**src/sv/flfd_pkg.sv**
```systemverilog
// Package with the shared types and constants of the flagged length frame deframer.
`default_nettype none

package flfd_pkg;

    // Field widths
    localparam int BYTE_W    = 8;
    localparam int FLAG_W    = 16;
    localparam int LEN_W     = 16;
    localparam int CFG_IDX_W = 2;

    // Configuration register indexes
    localparam logic [CFG_IDX_W-1:0] CFG_START_FLAG = 2'd0;
    localparam logic [CFG_IDX_W-1:0] CFG_END_FLAG   = 2'd1;

    // Smallest legal value of the length field (it counts itself)
    localparam logic [LEN_W-1:0] MIN_LEN = 16'd2;

    // Deframer phase codes; codes 6 and 7 are unused and behave as hunting.
    typedef enum logic [2:0] {
        PH_HUNT   = 3'd0,
        PH_LEN_HI = 3'd1,
        PH_LEN_LO = 3'd2,
        PH_DATA   = 3'd3,
        PH_END_HI = 3'd4,
        PH_END_LO = 3'd5
    } phase_t;

    // Result kind codes
    typedef enum logic [1:0] {
        KIND_DATA    = 2'd0,
        KIND_GOOD    = 2'd1,
        KIND_BAD_END = 2'd2,
        KIND_BAD_LEN = 2'd3
    } kind_t;

    // One result item
    typedef struct packed {
        kind_t             kind;
        logic [BYTE_W-1:0] data;
        logic [LEN_W-1:0]  flen;
    } result_t;

endpackage

`default_nettype wire

```
**src/sv/flfd_core.sv**
```systemverilog
// Per-byte frame parsing state machine: hunts the start flag, reads length, payload and end flag.
`default_nettype none

module flfd_core
    import flfd_pkg::*;
(
    input  wire logic              clk,
    input  wire logic              rst_n,
    input  wire logic              accept,
    input  wire logic [BYTE_W-1:0] in_byte,
    input  wire logic [FLAG_W-1:0] start_flag,
    input  wire logic [FLAG_W-1:0] end_flag,
    output logic                   res_push,
    output result_t                res
);

    phase_t            phase_reg, phase_next;
    logic [BYTE_W-1:0] prev_reg, prev_next;
    logic [LEN_W-1:0]  len_reg, len_next;
    logic [LEN_W-1:0]  left_reg, left_next;
    logic [BYTE_W-1:0] endhi_reg, endhi_next;

    // State registers
    always_ff @(posedge clk or negedge rst_n)
    begin
        if (!rst_n)
        begin
            phase_reg <= PH_HUNT;
            prev_reg  <= '0;
            len_reg   <= '0;
            left_reg  <= '0;
            endhi_reg <= '0;
        end
        else if (accept)
        begin
            phase_reg <= phase_next;
            prev_reg  <= prev_next;
            len_reg   <= len_next;
            left_reg  <= left_next;
            endhi_reg <= endhi_next;
        end
    end

    // Next state and the result caused by the current byte
    always_comb
    begin
        logic [LEN_W-1:0]  full_len;
        logic [FLAG_W-1:0] pair;

        full_len   = {len_reg[LEN_W-1:BYTE_W], in_byte};
        pair       = {prev_reg, in_byte};
        phase_next = phase_reg;
        prev_next  = prev_reg;
        len_next   = len_reg;
        left_next  = left_reg;
        endhi_next = endhi_reg;
        res_push   = 1'b0;
        res.kind   = KIND_DATA;
        res.data   = '0;
        res.flen   = '0;

        case (phase_reg)
            PH_LEN_HI:
            begin
                len_next   = {in_byte, {BYTE_W{1'b0}}};
                phase_next = PH_LEN_LO;
            end
            PH_LEN_LO:
            begin
                len_next = full_len;
                if (full_len < MIN_LEN)
                begin
                    // Length too short to count itself: report and resync.
                    res_push   = accept;
                    res.kind   = KIND_BAD_LEN;
                    res.flen   = full_len;
                    phase_next = PH_HUNT;
                    prev_next  = '0;
                end
                else
                begin
                    left_next  = full_len - MIN_LEN;
                    phase_next = (full_len == MIN_LEN) ? PH_END_HI : PH_DATA;
                end
            end
            PH_DATA:
            begin
                res_push  = accept;
                res.kind  = KIND_DATA;
                res.data  = in_byte;
                left_next = left_reg - 1'b1;
                if (left_reg == {{(LEN_W-1){1'b0}}, 1'b1})
                begin
                    phase_next = PH_END_HI;
                end
            end
            PH_END_HI:
            begin
                endhi_next = in_byte;
                phase_next = PH_END_LO;
            end
            PH_END_LO:
            begin
                res_push   = accept;
                res.kind   = ({endhi_reg, in_byte} == end_flag) ? KIND_GOOD : KIND_BAD_END;
                res.flen   = len_reg;
                phase_next = PH_HUNT;
                prev_next  = '0;
            end
            default:
            begin
                // Hunting: the previous byte keeps its value on a match.
                if (pair == start_flag)
                begin
                    phase_next = PH_LEN_HI;
                end
                else
                begin
                    phase_next = PH_HUNT;
                    prev_next  = in_byte;
                end
            end
        endcase
    end

endmodule

`default_nettype wire

```
**src/sv/flfd_outbuf.sv**
```systemverilog
// Two-entry result buffer: a registered head and a skid entry behind it.
`default_nettype none

module flfd_outbuf
    import flfd_pkg::*;
(
    input  wire logic    clk,
    input  wire logic    rst_n,
    input  wire logic    push,
    input  wire result_t push_data,
    output logic         full,
    output logic         head_valid,
    output result_t      head,
    input  wire logic    head_stall
);

    logic    head_valid_reg, head_valid_next;
    result_t head_reg, head_next;
    logic    skid_valid_reg, skid_valid_next;
    result_t skid_reg, skid_next;
    logic    pop;

    assign pop        = head_valid_reg && !head_stall;
    assign full       = skid_valid_reg;
    assign head_valid = head_valid_reg;
    assign head       = head_reg;

    // Buffer control; a push only comes while the skid entry is free.
    always_comb
    begin
        head_valid_next = head_valid_reg;
        head_next       = head_reg;
        skid_valid_next = skid_valid_reg;
        skid_next       = skid_reg;
        if (pop)
        begin
            if (skid_valid_reg)
            begin
                head_next       = skid_reg;
                skid_valid_next = push;
                skid_next       = push_data;
            end
            else
            begin
                head_valid_next = push;
                head_next       = push_data;
            end
        end
        else if (!head_valid_reg)
        begin
            head_valid_next = push;
            head_next       = push_data;
        end
        else if (push)
        begin
            skid_valid_next = 1'b1;
            skid_next       = push_data;
        end
    end

    // Control flags
    always_ff @(posedge clk or negedge rst_n)
    begin
        if (!rst_n)
        begin
            head_valid_reg <= 1'b0;
            skid_valid_reg <= 1'b0;
        end
        else
        begin
            head_valid_reg <= head_valid_next;
            skid_valid_reg <= skid_valid_next;
        end
    end

    // Payload entries
    always_ff @(posedge clk)
    begin
        head_reg <= head_next;
        skid_reg <= skid_next;
    end

endmodule

`default_nettype wire

```
**src/sv/flagged_length_frame_deframer.sv**
```systemverilog
// Top level of the flagged length frame deframer.
//
//   channel  direction  handshake            payload
//   input    in         in_valid / in_stall  in_byte
//   result   out        res_valid/res_stall  kind, out_byte, frame_len
//   config   in         cfg_valid/cfg_ready  cfg_index, cfg_data
//
// One byte is taken every clock while in_stall is low; its result, if any, is registered
// in the two-entry result buffer and shows at res_valid once earlier results are taken.
// in_stall rises only when both buffer entries hold results that are not yet taken.
// Reset returns the parser to hunting and clears both flag registers and the buffer.
// cfg_ready is always high; writes to an unknown index are dropped.
`default_nettype none

module flagged_length_frame_deframer
    import flfd_pkg::*;
(
    input  wire logic                 clk,
    input  wire logic                 rst_n,
    input  wire logic                 in_valid,
    output logic                      in_stall,
    input  wire logic [BYTE_W-1:0]    in_byte,
    output logic                      res_valid,
    input  wire logic                 res_stall,
    output logic [1:0]                kind,
    output logic [BYTE_W-1:0]         out_byte,
    output logic [LEN_W-1:0]          frame_len,
    input  wire logic                 cfg_valid,
    output logic                      cfg_ready,
    input  wire logic [CFG_IDX_W-1:0] cfg_index,
    input  wire logic [FLAG_W-1:0]    cfg_data
);

    logic [FLAG_W-1:0] start_flag_reg;
    logic [FLAG_W-1:0] end_flag_reg;
    logic              accept;
    logic              buf_full;
    logic              res_push;
    result_t           res;
    result_t           head;

    assign cfg_ready = 1'b1;
    assign in_stall  = buf_full;
    assign accept    = in_valid && !buf_full;

    // Configuration registers
    always_ff @(posedge clk or negedge rst_n)
    begin
        if (!rst_n)
        begin
            start_flag_reg <= '0;
            end_flag_reg   <= '0;
        end
        else if (cfg_valid && cfg_ready)
        begin
            case (cfg_index)
                CFG_START_FLAG: start_flag_reg <= cfg_data;
                CFG_END_FLAG:   end_flag_reg   <= cfg_data;
                default:        ;
            endcase
        end
    end

    // Frame parser
    flfd_core u_core (
        .clk        (clk),
        .rst_n      (rst_n),
        .accept     (accept),
        .in_byte    (in_byte),
        .start_flag (start_flag_reg),
        .end_flag   (end_flag_reg),
        .res_push   (res_push),
        .res        (res)
    );

    // Result buffer
    flfd_outbuf u_outbuf (
        .clk        (clk),
        .rst_n      (rst_n),
        .push       (res_push),
        .push_data  (res),
        .full       (buf_full),
        .head_valid (res_valid),
        .head       (head),
        .head_stall (res_stall)
    );

    assign kind      = head.kind;
    assign out_byte  = head.data;
    assign frame_len = head.flen;

endmodule

`default_nettype wire

```
**config.mk**
```make
export PLATFORM = sky130hd
export DESIGN_NAME = flagged_length_frame_deframer
export DESIGN_NICKNAME = d
export VERILOG_FILES = /design/src/sv/flfd_pkg.sv /design/src/sv/flfd_core.sv /design/src/sv/flfd_outbuf.sv /design/src/sv/flagged_length_frame_deframer.sv
export SDC_FILE = /design/constraint.sdc
export NUM_CORES = 1
export LEC_CHECK = 0
export CAP_MARGIN = 15
export CORE_ASPECT_RATIO = 0.8
export CORE_UTILIZATION = 45
export DETAILED_ROUTE_END_ITERATION = 10
export DONT_BUFFER_PORTS = 1
export PLACE_DENSITY = 0.68
export SLEW_MARGIN = 20
export SYNTH_ARGS = -nofsm -noshare
export SYNTH_HDL_FRONTEND = slang
export SYNTH_HIERARCHICAL = 1
export SYNTH_SLANG_ARGS = --single-unit
```
**constraint.sdc**
```tcl
create_clock -name clk -period 3.5 [get_ports clk]
set_clock_uncertainty 0.2 [all_clocks]
set_input_delay 0.875 -clock clk [delete_from_list [all_inputs] [get_ports clk]]
set_output_delay 0.875 -clock clk [all_outputs]
set_load 0.03 [all_outputs]
```
==> results of run 1 <==
[cells in the final DEF (no fill, tap or decap), types with 14 or more instances in the layout]
cell       count
dfrtp_1       85
edfxtp_1      52
mux2_2        51
nand2_1       42
xor2_1        38
o21ai_0       26
nor2_1        20
and2_1        20
mux2_4        20
clkbuf_16     17
nor4_1        14
a21oi_1       14
a22o_1        14
[kinds of logic (layout without fill, tap and decap cells)]
logic type      Yosys count  count (layout)  share of synthesized area
buf+inv                  37              46                     0.0298
xor+xnor                 42              42                     0.0547
fa+ha+maj                 3               3                    0.00558
simple gates            156             156                      0.138
other cells               1               1                   0.000558
flops                   137             137                      0.549
compound gates           88              88                     0.0891
mux                      73              73                      0.133
[synthesized netlist by cell type, types with 11 or more instances]
library cell,count,share of area
buf_2,11,0.0082
nor2_1,20,0.011
nor4_1,14,0.013
a22o_1,14,0.018
edfxtp_1,52,0.23
xor2_1,38,0.049
a21oi_1,14,0.010
and2_1,20,0.019
mux2_4,20,0.045
mux2_2,51,0.085
nand2_1,42,0.023
dfrtp_1,85,0.32
clkbuf_1,12,0.0067
o21ai_0,26,0.019
[power groups by stage]
stage | registers [W] | logic (W) | clock network (W)
after floorplan | 0.00279 | 0.00119 | 0
after global placement | 0.00292 | 0.00134 | 0
after detailed placement | 0.00295 | 0.00138 | 0
after CTS | 0.00293 | 0.00142 | 0.00202
after global routing | 0.00300 | 0.00157 | 0.00209
final | 0.00293 | 0.00143 | 0.00199
[worst paths after layout]
| kind | slack (ns) | to | depth (start not counted) |
|---|---|---|---|
| worst max register to register | 0.63 | u_outbuf/skid_reg[9] | 7 |
| max in group asynchronous | 2.61 | u_core/len_reg[9] | 1 |
| worst min-delay path | 0.16 | start_flag_reg[9] | 1 |
| worst min register to register | 0.32 | u_core/len_reg[3] | 2 |
| worst max-delay path | 0.63 | u_outbuf/skid_reg[9] | 7 |
| min in group clk | 0.32 | u_core/len_reg[3] | 2 |
[cell type report]
class,count,area [um2]
fill,1213,6910
multi-input combinational,363,2840
tap,184,230
clock buffer,19,443
inverter,7,26.3
sequential,137,3690
timing repair buffer,7,85.1
clock inverter,13,216
[per-layer routing]
layer	vias up	wire [um]	global-route usage
met5	-	0	0
met4	0	166	0.0644
met3	16	955	0.0667
met2	145	6400	0.294
met1	2109	6310	0.248
li1	1958	-	-
[worst max-delay path, delay by kind of cell, from the launching register on]
family                 cells  cell delay [ns]
AND/OR/NAND/NOR            4             1.12
AO/OA/AOI/OAI              1             0.38
flip-flops                 1             0.48
multiplexers               1             0.18
buffers and inverters      1             0.18
[per-stage QoR]
| step | instances | total power (W) | setup WS, ns | hold slack (ns) |
|---|---|---|---|---|
| after global routing | 730 | 0.00666 | 0.439 | 0.190 |
| after detailed placement | 697 | 0.00433 | 0.341 | 0.315 |
| after floorplan | 537 | 0.00398 | 0.213 | 0.293 |
| after global placement | 697 | 0.00426 | 0.433 | 0.309 |
| final | 730 | 0.00635 | 0.627 | 0.165 |
| after CTS | 730 | 0.00636 | 0.657 | 0.177 |
==> results.json, run 1 <==
{
  "outcome": "finished, violations left",
  "violations": "design-rule violations",
  "hp-class": "in -> async",
  "yosys_warnings": 6,
  "placed_area_um2": 6850,
  "nets": 567,
  "grt_usage": 0.189,
  "synth_cells": 537,
  "min_period_ns": 2.87,
  "grt_pass1_vias": 4284,
  "numCtsBuffers": 17,
  "synth_seq_cells": 137,
  "die_area_um2": 15400,
  "globalRouteOverflowTotal": 0,
  "cts-resized-gates": 0,
  "power_switching_w": 0.00215,
  "drtPass1Iterations": 8,
  "route.detailed.drc": 6,
  "num_rows": 39,
  "period_share": 0.821,
  "synth_edf_count": 52,
  "ant_nets": 0,
  "start_kind": "flip-flop",
  "grt_first_pass_wirelength_um": 22500,
  "grt_setup_unrepaired": "false",
  "core-area_um2": 14400,
  "async_reset_ff_frac": 0.620,
  "drt_wl_total_um": 13800,
  "worstPathRequired_ns": 3.41,
  "end_kind": "flip-flop",
  "synth_area_per_cell_um2": 12.5,
  "syn-num-nets": 571,
  "clockPowerShare": 0.313,
  "seqPwrFrac": 0.462,
  "die_width_um": 139,
  "critPathMaxStageDelay_ns": 0.48,
  "htree_num_levels": 4,
  "start_util": 0.466,
  "r2r-start": "u_core/len_reg[9]",
  "power_frac_comb": 0.225,
  "fin_util": 0.521,
  "peakVddDrop_mv": 0.410,
  "antenna_cells": 0,
  "crit_chain": "nor4_1 -> and3_1 -> nand3_1 -> a31oi_1 -> mux2i_1 -> nor2b_4 -> buf_12",
  "slowest_stage": "dfrtp_1",
  "p_sw_frac": 0.339,
  "post_synth_num_cell_types": 66,
  "worstMarginPinSlew_ns": 0.892,
  "port_buffers": 0,
  "path_class": "reg -> reg",
  "clockBufferDepth": 2,
  "setup-violations-final": 0,
  "slew_headroom": 0.405,
  "worstPathMaxFanout": 26,
  "postCtsHoldBufs": 1,
  "antenna_found_initial": 0,
  "clockRootBuffer": "clkbuf_16",
  "p_leak_nw": 3.11,
  "drv_slew": 0,
  "drv_cap": 0,
  "cts_sinks": 137,
  "post_cts.repair.setup_buffers": 0,
  "hold_viol_final": 0,
  "clock_latency_ns": 0.42,
  "max_freq_mhz": 348,
  "vias": 4228,
  "place_congestion": 0.847,
  "final_cell_area_um2": 7530,
  "fp.dieH_um": 111,
  "grt_max_degree": 86,
  "power_density_nw_per_um2": 843,
  "p_int_w": 0.00420,
  "drive_above_1_share": 0.234,
  "ios": 60,
  "cts_tree": "built",
  "arrival_ns": 2.79,
  "place_hpwl_um": 9270,
  "tns_ns": 0,
  "clkSlewWorstSetupHoldPaths_ns": 0.06,
  "avgRoutedWirePerCell_um": 18.9,
  "synth_area_um2": 6720,
  "area_delta_synth_final_pct": 12.0,
  "drtIter0Drc": 319,
  "synthFlopType": "dfrtp_1",
  "via_per_inst": 5.79,
  "crit_start": "u_core/len_reg[9]",
  "yosysSeqAreaShare": 0.549
}
Power figures use the tool's default switching activity.
==> inputs of run 2 (changes only) <==
PLACE_DENSITY = 0.66   (was 0.68)
clock period = 2.87 ns   (was 3.5 ns; I/O delays follow)
==> results.json, run 2 (same netlist as run 1, synthesis figures left out) <==
{
  "worstMarginPinSlew_ns": 0.535,
  "p_int_w": 0.00485,
  "holdWs_ns": 0.226,
  "r2r-start": "u_core/len_reg[10]",
  "fp.dieH_um": 111,
  "tns_ns": 0,
  "drv_cap": 0,
  "r2r_slack_ns": 0.29,
  "grt_usage": 0.210,
  "power_density_nw_per_um2": 999,
  "clkSlewWorstSetupHoldPaths_ns": 0.06,
  "drtPass1Iterations": 7,
  "antenna_found_initial": 0,
  "arrival_ns": 2.51,
  "hold_viol_final": 0,
  "finalWorstSetupSlack_ns": 0.285,
  "clockRootBuffer": "clkbuf_16",
  "drt_wl_total_um": 15300,
  "end_kind": "flip-flop",
  "min_path_cells": 2,
  "post-place-ws_ns": 0.257,
  "htree_num_levels": 4,
  "slew_headroom": 0.642,
  "ant_nets": 0,
  "globalRouteOverflowTotal": 0,
  "hold_end": "u_core/len_reg[4]",
  "outcome": "finished, violations left",
  "seqPwrFrac": 0.463,
  "port_buffers": 0,
  "hp-start": "in_byte[4]",
  "grt_setup_unrepaired": "false",
  "numCtsBuffers": 17,
  "max_freq_mhz": 387,
  "p_sw_frac": 0.359,
  "drive_above_1_share": 0.253,
  "layout_commonest_cell": "dfrtp_1",
  "peakVddDrop_mv": 0.547,
  "via_per_inst": 5.75,
  "drv_slew": 0,
  "route.detailed.drc": 4,
  "ios": 60,
  "reg2regPathDepth": 7,
  "period_share": 0.901,
  "drtIter0Drc": 361,
  "area_delta_synth_final_pct": 12.5,
  "place_congestion": 0.937,
  "nets": 579,
  "crit_chain": "nor4_1 -> and3_4 -> nand3_1 -> a31oi_2 -> mux2i_1 -> nor2b_4 -> buf_12",
  "post_cts.repair.setup_buffers": 0,
  "cp_top_family": "simple AND/OR/NAND/NOR gates",
  "critPathMaxStageDelay_ns": 0.50,
  "final_cell_area_um2": 7560,
  "vias": 4268,
  "grt_pass1_vias": 4256,
  "setup-violations-final": 0,
  "num_rows": 39,
  "die_area_um2": 15400,
  "slowest_stage": "nor4_1",
  "grt_first_pass_wirelength_um": 24400,
  "placed_area_um2": 6950,
  "p_leak_nw": 3.11,
  "die_width_um": 139,
  "power_frac_comb": 0.257,
  "avgRoutedWirePerCell_um": 20.6,
  "worstPathRequired_ns": 2.79,
  "hp-class": "in -> reg",
  "min_period_ns": 2.58,
  "regToRegEndpoint": "u_outbuf/skid_reg[24]",
  "clockBufferDepth": 2,
  "violations": "design-rule violations",
  "start_util": 0.466,
  "worstPathMaxFanout": 26,
  "cts_tree": "built",
  "final_cell_mix": "85 x dfrtp_1, 52 x edfxtp_1, 51 x mux2_2",
  "clock_latency_ns": 0.42,
  "start_kind": "flip-flop",
  "grt_max_degree": 86,
  "clockPowerShare": 0.280,
  "place_hpwl_um": 10500,
  "core-area_um2": 14400,
  "cts_sinks": 137,
  "power_switching_w": 0.00271,
  "antenna_cells": 0,
  "path_class": "reg -> reg",
  "critPathBufInv": 1
}
[run 2: changes by cell type in the layout (fill, tap and decap cells not counted), sizes merged]
cell,delta
clkbuf,+1
buf,+11
bufinv,-4
dlygate4sd3,+1
clkinvlp,+3
[run 2: worst register-to-register path, cell delays in order (launching register included)]
cell	delay (ns)
dfrtp_1	0.43
nor4_1	0.50
and3_4	0.32
nand3_1	0.11
a31oi_2	0.22
mux2i_1	0.15
nor2b_4	0.15
buf_12	0.19
[run 2: area by class of cell]
cell class	instances	area (um2)
fill	1205	6880
sequential	137	3690
multi-input combinational	363	2870
clock buffer	20	457
tap	184	230
timing repair buffer	19	178
clock inverter	12	116
inverter	7	26.3
[run 2: layer usage]
metal	share of wire	vias up	global-route usage
met4	0.020	0	0.0830
met3	0.073	25	0.0538
met5	0	-	0
met1	0.48	2087	0.312
met2	0.43	168	0.291
li1	-	1988	-
[run 2: how the worst max path moves through the flow]
stage                                   from                     to  slack (ns)  cells past startpoint
final                     u_core/len_reg[10]  u_outbuf/skid_reg[24]        0.29                      7
after floorplan                   in_byte[7]   u_outbuf/skid_reg[0]       0.008                      7
after detailed placement          in_byte[5]  u_outbuf/skid_reg[25]        0.26                      7
after global placement            in_byte[5]   u_outbuf/skid_reg[3]        0.29                      7
after global routing      u_core/len_reg[10]  u_outbuf/skid_reg[14]        0.12                      7
after CTS                 u_core/len_reg[10]  u_outbuf/skid_reg[24]        0.29                      7
[run 2: timing repair]
item,in CTS,in global routing
resized for setup,0,0
endpoints found under the hold margin,85,1
hold buffers,1,1
[run 2: per-stage QoR]
stage | cells | power (W) | util
2_1_floorplan | 537 | 0.00486 | -
3_3_place_gp | 708 | 0.00535 | 0.481
3_5_place_dp | 708 | 0.00541 | 0.481
4_1_cts | 741 | 0.00758 | 0.523
5_1_grt | 742 | 0.00796 | 0.524
6_report | 742 | 0.00756 | 0.524
[run 2: power by group through the flow]
stage / Combinational, W / Sequential [W] / Clock [W]
4_1_cts: 0.00193 / 0.00349 / 0.00215
3_3_place_gp: 0.00185 / 0.00350 / 0
5_1_grt: 0.00214 / 0.00358 / 0.00224
2_1_floorplan: 0.00146 / 0.00340 / 0
6_report: 0.00195 / 0.00350 / 0.00211
3_5_place_dp: 0.00189 / 0.00352 / 0
